--- src/rtl/core/thc_pkg.sv ---
// ---------------------------------------------------------------------------
// thc_pkg: shared types and constants for the tilt / heading block
// Widths, CORDIC arctangent table and the records handed between cells.
// ---------------------------------------------------------------------------
`default_nettype none

package thc_pkg;

  localparam int SW           = 16;          // raw sample width
  localparam int CORDIC_STEPS = 16;          // CORDIC iterations
  localparam int VW           = 24;          // scaled vector width
  localparam int SCALE        = VW - SW;     // sample up-shift
  localparam int XW           = VW + 4;      // CORDIC x / y width, gain headroom
  localparam int ZFRAC        = 16;          // angle fraction bits
  localparam int ZW           = 33;          // angle accumulator width
  localparam int RW           = ZW - ZFRAC;  // rounded angle width
  localparam int TAB_LEN      = 24;
  localparam int STEP_W       = $clog2(TAB_LEN);
  localparam int DW           = 16;          // declination width
  localparam int ROLL_W       = 16;
  localparam int PITCH_W      = 15;
  localparam int HEAD_W       = 16;
  localparam int HW           = 18;          // heading arithmetic width
  localparam int NLANE        = 3;

  localparam int ANG_HALF = 18000;           // 180 deg
  localparam int ANG_QTR  = 9000;            // 90 deg
  localparam int ANG_FULL = 36000;           // 360 deg
  localparam int DECL_RST = -858;            // -8.58 deg

  localparam logic signed [ZW-1:0] Z_HALF = ZW'(longint'(ANG_HALF) * 65536);
  localparam logic signed [ZW-1:0] Z_RND  = ZW'(longint'(1) << (ZFRAC - 1));

  // lane order
  localparam int LN_ROLL  = 0;
  localparam int LN_PITCH = 1;
  localparam int LN_HEAD  = 2;

  typedef struct packed {
    logic signed [SW-1:0] ax;
    logic signed [SW-1:0] ay;
    logic signed [SW-1:0] az;
    logic signed [SW-1:0] mx;
    logic signed [SW-1:0] my;
  } smp_t;

  typedef struct packed {
    logic [VW+1:0]   rem;
    logic [VW-1:0]   root;
    logic [2*VW-1:0] rad;
    smp_t            smp;
  } sq_t;

  typedef struct packed {
    logic signed [XW-1:0] x;
    logic signed [XW-1:0] y;
    logic signed [ZW-1:0] z;
    logic                 spc;   // fixed answer, bypasses the rotation
    logic signed [RW-1:0] sval;
  } lane_t;

  // round(atan(2^-i) * 180/pi * 100 * 2^16)
  function automatic logic signed [ZW-1:0] atan_entry(input logic [STEP_W-1:0] i);
    logic signed [ZW-1:0] v;
    case (i)
      5'd0:    v = ZW'(294912000);
      5'd1:    v = ZW'(174096719);
      5'd2:    v = ZW'(91987925);
      5'd3:    v = ZW'(46694507);
      5'd4:    v = ZW'(23437865);
      5'd5:    v = ZW'(11730358);
      5'd6:    v = ZW'(5866610);
      5'd7:    v = ZW'(2933484);
      5'd8:    v = ZW'(1466764);
      5'd9:    v = ZW'(733385);
      5'd10:   v = ZW'(366693);
      5'd11:   v = ZW'(183346);
      5'd12:   v = ZW'(91673);
      5'd13:   v = ZW'(45837);
      5'd14:   v = ZW'(22918);
      5'd15:   v = ZW'(11459);
      5'd16:   v = ZW'(5730);
      5'd17:   v = ZW'(2865);
      5'd18:   v = ZW'(1432);
      5'd19:   v = ZW'(716);
      5'd20:   v = ZW'(358);
      5'd21:   v = ZW'(179);
      5'd22:   v = ZW'(90);
      5'd23:   v = ZW'(45);
      default: v = '0;
    endcase
    return v;
  endfunction

endpackage

`default_nettype wire

--- src/rtl/core/thc_sqrt_cell.sv ---
// ---------------------------------------------------------------------------
// thc_sqrt_cell: one root bit of a restoring square root
// Takes two radicand bits, decides one root bit, carries the sample along.
// ---------------------------------------------------------------------------
`default_nettype none

module thc_sqrt_cell (
  input  wire logic        clk_i,
  input  wire logic        en_i,
  input  wire thc_pkg::sq_t sq_i,
  output thc_pkg::sq_t     sq_o
);

  localparam int VW = thc_pkg::VW;

  logic [VW+1:0] rem_sh, trial;
  thc_pkg::sq_t  sq_d, sq_q;

  always_comb begin
    rem_sh = {sq_i.rem[VW-1:0], sq_i.rad[2*VW-1 -: 2]};
    trial  = {sq_i.root, 2'b01};
    sq_d     = sq_i;
    sq_d.rad = sq_i.rad << 2;
    if (rem_sh >= trial) begin
      sq_d.rem  = rem_sh - trial;
      sq_d.root = {sq_i.root[VW-2:0], 1'b1};
    end else begin
      sq_d.rem  = rem_sh;
      sq_d.root = {sq_i.root[VW-2:0], 1'b0};
    end
  end

  always_ff @(posedge clk_i) begin
    if (en_i) begin
      sq_q <= sq_d;
    end
  end

  assign sq_o = sq_q;

endmodule

`default_nettype wire

--- config.mk ---
export PLATFORM = sky130hd
export DESIGN_NAME = thc_sqrt_cell
export DESIGN_NICKNAME = d
export VERILOG_FILES = /design/src/rtl/core/thc_pkg.sv /design/src/rtl/core/thc_sqrt_cell.sv
export SDC_FILE = /design/constraint.sdc
export NUM_CORES = 1
export LEC_CHECK = 0
export BUFFER_PORTS_ARGS = -buffer_cell sky130_fd_sc_hd__buf_4
export CAP_MARGIN = 20
export CORE_ASPECT_RATIO = 0.9
export CORE_MARGIN = 2
export CORE_UTILIZATION = 35
export DETAILED_ROUTE_END_ITERATION = 10
export PLACE_DENSITY = 0.61
export RECOVER_POWER = 25
export SLEW_MARGIN = 20
export SYNTH_ARGS = -nofsm -noshare
export SYNTH_HDL_FRONTEND = slang
export SYNTH_SLANG_ARGS = --single-unit
export TNS_END_PERCENT = 50
--- constraint.sdc ---
create_clock -name clk_i -period 4.14 [get_ports clk_i]
set_input_delay 0.414 -clock clk_i [delete_from_list [all_inputs] [get_ports clk_i]]
set_output_delay 0.414 -clock clk_i [all_outputs]
set_load 0.05 [all_outputs]
; ---- Yosys cells after proc, flatten, opt, wreduce, memory -nomap -nowiden
; Index checks and enable logic that the tools add are counted.
[op_classes]
addsub = 1
order_cmp = 1
mux = 1
[op_table]
columns = op, n
row1 = two-way mux 50 bit, 1
row2 = >= comparator 26 bit, 1
row3 = subtractor 26 bit, 1
[word_totals]
ff_bits = 176
input_bits = 180
out_inout_bits = 178
elab_cells = 11

; ---- Logic depth before layout (Yosys ltp)
; Gate-level depths: netlist of the first run.
[logic_depth]
ltp_word = 2
depth_mapped = 12
ltp_nobuf = 10

; ---- Worst setup path after synthesis of the first run
; No wires, ideal clock.
[synth_timing]
path_kind = input to register
from = in sq_i[138] (netlist bit)
to = reg sq_q, in the netlist sq_o[176] (data pin)
setup_ns = 0.260
t_arrival_ns = 2.657
t_required_ns = 3.880
setup_slack_ns = 1.224
stages = 11
n_path_buf = 2
path_cell_list = inv_1 ha_1 buf_2 nand4_1 nor4_2 o311ai_1 a31oi_1 o2111ai_1 a31oi_4 buf_6 mux2_2
[synth_lines]
columns = item, line_no
row1 = from (decl), thc_sqrt_cell.sv:10  ; input wire thc_pkg::sq_t sq_i,
row2 = to (signal assigned), thc_sqrt_cell.sv:35  ; sq_q <= sq_d;
row3 = to (decl), thc_sqrt_cell.sv:17  ; thc_pkg::sq_t sq_d, sq_q;

==> results of run 1 <==
## final timing paths
path,start,endpoint,slack [ns],cells past startpoint
min,sq_i[92],sq_o[94],0.17,1
max,sq_i[137],sq_o[172],1.11,11
## Yosys cell counts (all sizes together), types with 2 or more instances
master   instances  area (um2)
nand4            5        31.3
nor2b            4        25.0
edfxtp         176        5290
o2111ai          2        23.8
and2             2        12.5
inv             36         135
or3              2        12.5
o31a             2        18.8
o21a             3        22.5
nor3             2        10.0
a21o            12        91.3
or2              4        25.0
xnor2           15         131
xor2             6        52.6
and3             3        18.8
mux2             7        78.8
buf              8        58.8
nand2            7        26.3
a21boi           2        15.0
o21ai           10        50.1
clkbuf           5        20.0
ha              26         325
a211oi           3        22.5
a31oi           11        83.8
nor3b            2        15.0
a21oi           34         170
nor2            29         109
nand3            7        35.0
o21bai           2        15.0
## per-layer routing
| metal | global-route usage | up-vias |
|---|---|---|
| met1 | 0.202 | 2501 |
| li1 | - | 2405 |
| met4 | 0.0472 | 2 |
| met2 | 0.349 | 198 |
| met5 | 0 | - |
| met3 | 0.0781 | 24 |
## layout make-up
type,count,share of cell area
multi-input combinational,218,0.149
timing repair buffer,357,0.254
sequential,176,0.499
clock buffer,17,0.0401
inverter,36,0.0127
tap,255,0.0301
clock inverter,15,0.0159
## metrics by stage
stage / setup WS [ns] / power, mW / std cells / utilization / hold slack, ns
3_3_place_gp: 0.681 / 3.50 / 1042 / 0.502 / 0.593
5_1_grt: 0.824 / 5.25 / 1074 / 0.532 / 0.152
2_1_floorplan: 1.22 / 3.03 / 443 / - / 0.513
3_5_place_dp: 0.700 / 3.52 / 1042 / 0.502 / 0.593
4_1_cts: 1.10 / 5.13 / 1074 / 0.532 / 0.134
6_report: 1.11 / 5.07 / 1074 / 0.532 / 0.171
## cell usage in the layout (no fill, tap or decap), types with 5 or more instances in the layout
cell / Yosys / final
buf_4: 5 / 223
edfxtp_1: 176 / 176
clkbuf_4: 0 / 131
inv_1: 36 / 36
a21oi_1: 34 / 34
nor2_1: 29 / 29
ha_1: 26 / 26
clkbuf_16: 0 / 17
xnor2_1: 15 / 15
a21o_1: 11 / 11
o21ai_0: 10 / 10
a31oi_1: 10 / 10
nand2_1: 7 / 7
nand3_1: 7 / 7
mux2_2: 7 / 7
xor2_1: 6 / 6
nand4_1: 5 / 5
inv_8: 0 / 5
clkinv_4: 0 / 5
## logic make-up (layout without fill, tap and decap cells)
logic type | count (synthesis) | in the layout | share of synthesized area
AO/OA/AOI/OAI | 90 | 90 | 0.0865
XOR/XNOR | 21 | 21 | 0.0260
adder cells (fa/ha/maj) | 26 | 26 | 0.0460
buffers and inverters | 49 | 425 | 0.0303
flip-flops | 176 | 176 | 0.747
multiplexers | 8 | 8 | 0.0126
other | 1 | 2 | 0.000530
AND/OR/NAND/NOR | 71 | 71 | 0.0506
## power by group through the flow
stage	clock (mW)	combinational, mW	sequential [mW]
after floorplan	0	0.252	2.78
after global placement	0	1.28	2.22
after detailed placement	0	1.29	2.23
after CTS	1.65	1.30	2.19
after global routing	1.71	1.34	2.20
final	1.60	1.28	2.19
==> impl_metrics.toml, run 1 <==
[detailed_routing]
met3WireLength_um = 1770
firstDrtPassIters = 4
drt.antenna.violating_nets = 0
wl_met2_um = 10800
vias = 5130
via_per_inst = 4.78
m1WireLength_um = 7530
drtIter0Drc = 230
drc_errors = 0
avgRoutedWirePerCell_um = 19.1
top_layer = "met5"
drt-total-wl_um = 20500

[place]
placed_area_um2 = 10000
port_buffers = 353
hpwl_um = 16000
gp_congestion = 0.850

[floorplan]
start_util = 0.355
design.die.area_um2 = 21400
die_y_um = 139
rows = 49
die_w_um = 154
core_um2 = 19900
ios = 358

[critical_path]
crit_fanout = 27
crit_path_end_kind = "flop"
path_cells = "clkbuf_4 -> inv_1 -> ha_1 -> nand4_1 -> nor4_2 -> o311ai_1 -> a31oi_1 -> o2111ai_1 -> a31oi_4 -> buf_4 -> mux2_2"
cp_data_arrival_time_ns = 3.21
timing.critical_path.buf_inv = 3
worstSetupPathType = "in -> reg"
path_delay_family = "compound AO/OA/AOI/OAI gates"
required_ns = 4.32
startpoint_type = "primary input"
cpPeakStageDelay_ns = 0.44
cp_slowest_cell = "nor4_2"

[global_routing]
overflow = 0
grt_first_pass_wirelength_um = 30400
antenna_found_initial = 2
grt_max_degree = 87
grt_usage = 0.190
first_global_vias = 5156

[pwr]
irDropWorstVdd_uv = 223
p_leak_nw = 4.56
comb_power_share = 0.252
pwr-share-seq = 0.432
p_int_mw = 3.38
swShare = 0.334
power.density_nw_per_um2 = 478
clkPwrFrac = 0.316
switchingPower_mw = 1.69

[clock_tree]
path_clk_slew_ns = 0.07
cts_tree = "done"
ctsLongestPathBuffers = 2
htree_num_levels = 4
cts.sinks = 176
cts_resized = 0
root_buffer = "clkbuf_16"
holdBufCountCts = 0
cts_inserted_buffers = 17
cts_setup_buffers = 0

[yosys]
synthFlopType = "edfxtp_1"
ys_async_sr_fraction = 0
synthCells = 442
yosys.cell_types.count = 51
synth_edf_count = 176
syn_area_per_cell_um2 = 16.0
ys_seq_area_frac = 0.747
synth_warnings = 0
syn_area_um2 = 7070
synth-seq-cells = 176

[timing]
hold_viol = 0
max_freq_mhz = 330
setup_tns_ns = 0
tightest_slew_ns = 0.720
rsz0062_at_grt = "false"
maxSlewViolCount = 0
slew_headroom = 0.520
period_share = 0.732
fin_crit_ns = 3.03
finalSetupViolCount = 0

[final_layout]
fin_nets = 1012
multi_input_area_um2 = 1580
drive_gt1_frac = 0.498
seqCellArea_um2 = 5290
fillerInstances = 1678
largest_reg_flops = 176
synthToLayoutAreaGrowth_pct = 49.9
n_antenna_cell = 0
finalInstanceArea_um2 = 10600

[run]
drv_cap = 0

[status]
outcome = "complete, no violations"

[worst_hold_path]
hold_path_class = "in -> reg"
Power figures use the tool's default switching activity.
==> inputs of run 2 (changes only) <==
Clock period 4.14 ns to 2.8 ns, I/O delays scaled along.
==> impl_metrics.toml, run 2 (synthesis results as in run 1) <==
[status]
outcome = "complete, no violations"

[critical_path]
crit_path_end_kind = "flop"
worstSetupPathType = "in -> reg"
cp_data_arrival_time_ns = 2.74
crit_fanout = 3
startpoint_type = "primary input"
path_cells = "clkbuf_1 -> inv_1 -> ha_1 -> or3_1 -> o22ai_2 -> o32ai_2 -> a31oi_1 -> a31oi_1 -> or4b_1 -> and4_1 -> mux2_2"
cpMostUsedCell = "a31oi_1"
cpPeakStageDelay_ns = 0.51
required_ns = 2.98
cp_slowest_cell = "or4b_1"

[final_layout]
drive_gt1_frac = 0.514
n_antenna_cell = 0
largest_reg_flops = 176
fin_nets = 1058
layout_commonest_cell = "buf_4"
final_cell_mix = "263 x buf_4, 176 x edfxtp_1, 126 x clkbuf_4"
synthToLayoutAreaGrowth_pct = 55.1
finalInstanceArea_um2 = 11000

[floorplan]
die_y_um = 139
start_util = 0.355
ios = 358
rows = 49
design.die.area_um2 = 21400
core_um2 = 19900
die_w_um = 154

[pwr]
swShare = 0.333
p_leak_nw = 4.77
comb_power_share = 0.262
p_int_mw = 5.07
irDropWorstVdd_uv = 401
switchingPower_mw = 2.53
power.density_nw_per_um2 = 692
pwr-share-seq = 0.426
clkPwrFrac = 0.312

[clock_tree]
cts_tree = "done"
cts.sinks = 176
root_buffer = "clkbuf_16"
cts_setup_buffers = 0
cts_inserted_buffers = 17
htree_num_levels = 4
path_clk_slew_ns = 0.08
ctsLongestPathBuffers = 2

[timing]
maxSlewViolCount = 0
hold_ws_ns = 0.0392
period_share = 0.912
max_freq_mhz = 391
rsz0062_at_grt = "false"
fin_crit_ns = 2.55
finalWorstSetupSlack_ns = 0.245
setup_tns_ns = 0
hold_viol = 0
finalSetupViolCount = 0

[global_routing]
antenna_found_initial = 1
grt_usage = 0.194
overflow = 0
first_global_vias = 5372
grt_max_degree = 75
grt_first_pass_wirelength_um = 31100

[detailed_routing]
drtIter0Drc = 310
firstDrtPassIters = 5
drc_errors = 0
drt-total-wl_um = 21000
vias = 5206
via_per_inst = 4.65
avgRoutedWirePerCell_um = 18.7
drt.antenna.violating_nets = 0

[place]
pre_cts_ws_ns = -0.207
port_buffers = 353
gp_congestion = 0.859
hpwl_um = 16400
placed_area_um2 = 10300

[worst_hold_path]
hold_depth = 1
hold_path_class = "in -> reg"

[run]
drv_cap = 0
run 2: final timing paths:
check | startpoint | endpoint | slack, ns
worst min-delay path | sq_i[139] | sq_o[140] | 0.04
worst max-delay path | sq_i[129] | sq_o[175] | 0.25
run 2: worst max-delay path: cells and delay by family:
kind                       cells  cell delay (ns)
and+or+nand+nor                3             1.06
AOI/OAI and AO/OA              4             0.77
muxes                          1             0.25
adders and majority gates      1             0.22
buffers and inverters          2             0.15
run 2: metal layers:
layer / wire length, um / track usage / vias up
li1: - / - / 2488
met1: 7720 / 0.207 / 2473
met2: 11000 / 0.354 / 206
met3: 1740 / 0.0766 / 37
met4: 463 / 0.0551 / 2
met5: 13 / 0 / -
run 2: power by group through the flow:
stage,Clock (mW),Combinational [mW],Sequential [mW]
finish,2.37,1.99,3.24
floorplan,0,0.373,4.11
global placement,0,1.98,3.29
detailed placement,0,2.00,3.30
CTS,2.43,2.01,3.24
global route,2.54,2.08,3.26
run 2: cell type report:
class | instances | area [um2]
Clock buffer | 17 | 425
Clock inverter | 15 | 163
Fill cell | 1662 | 8960
Inverter | 36 | 135
Multi-Input combinational cell | 218 | 1580
Sequential cell | 176 | 5290
Tap cell | 255 | 319
Timing Repair Buffer | 403 | 3060
run 2: stage by stage:
stage	utilization	cells	total power [mW]
after floorplan	-	443	4.49
after global placement	0.519	1083	5.27
after detailed placement	0.519	1083	5.30
after CTS	0.549	1115	7.68
after global routing	0.550	1120	7.88
final	0.550	1120	7.59
run 2: what timing repair did:
item,CTS,global route
endpoints found under the hold margin,0,5
hold buffers,0,5
resized for setup,0,0
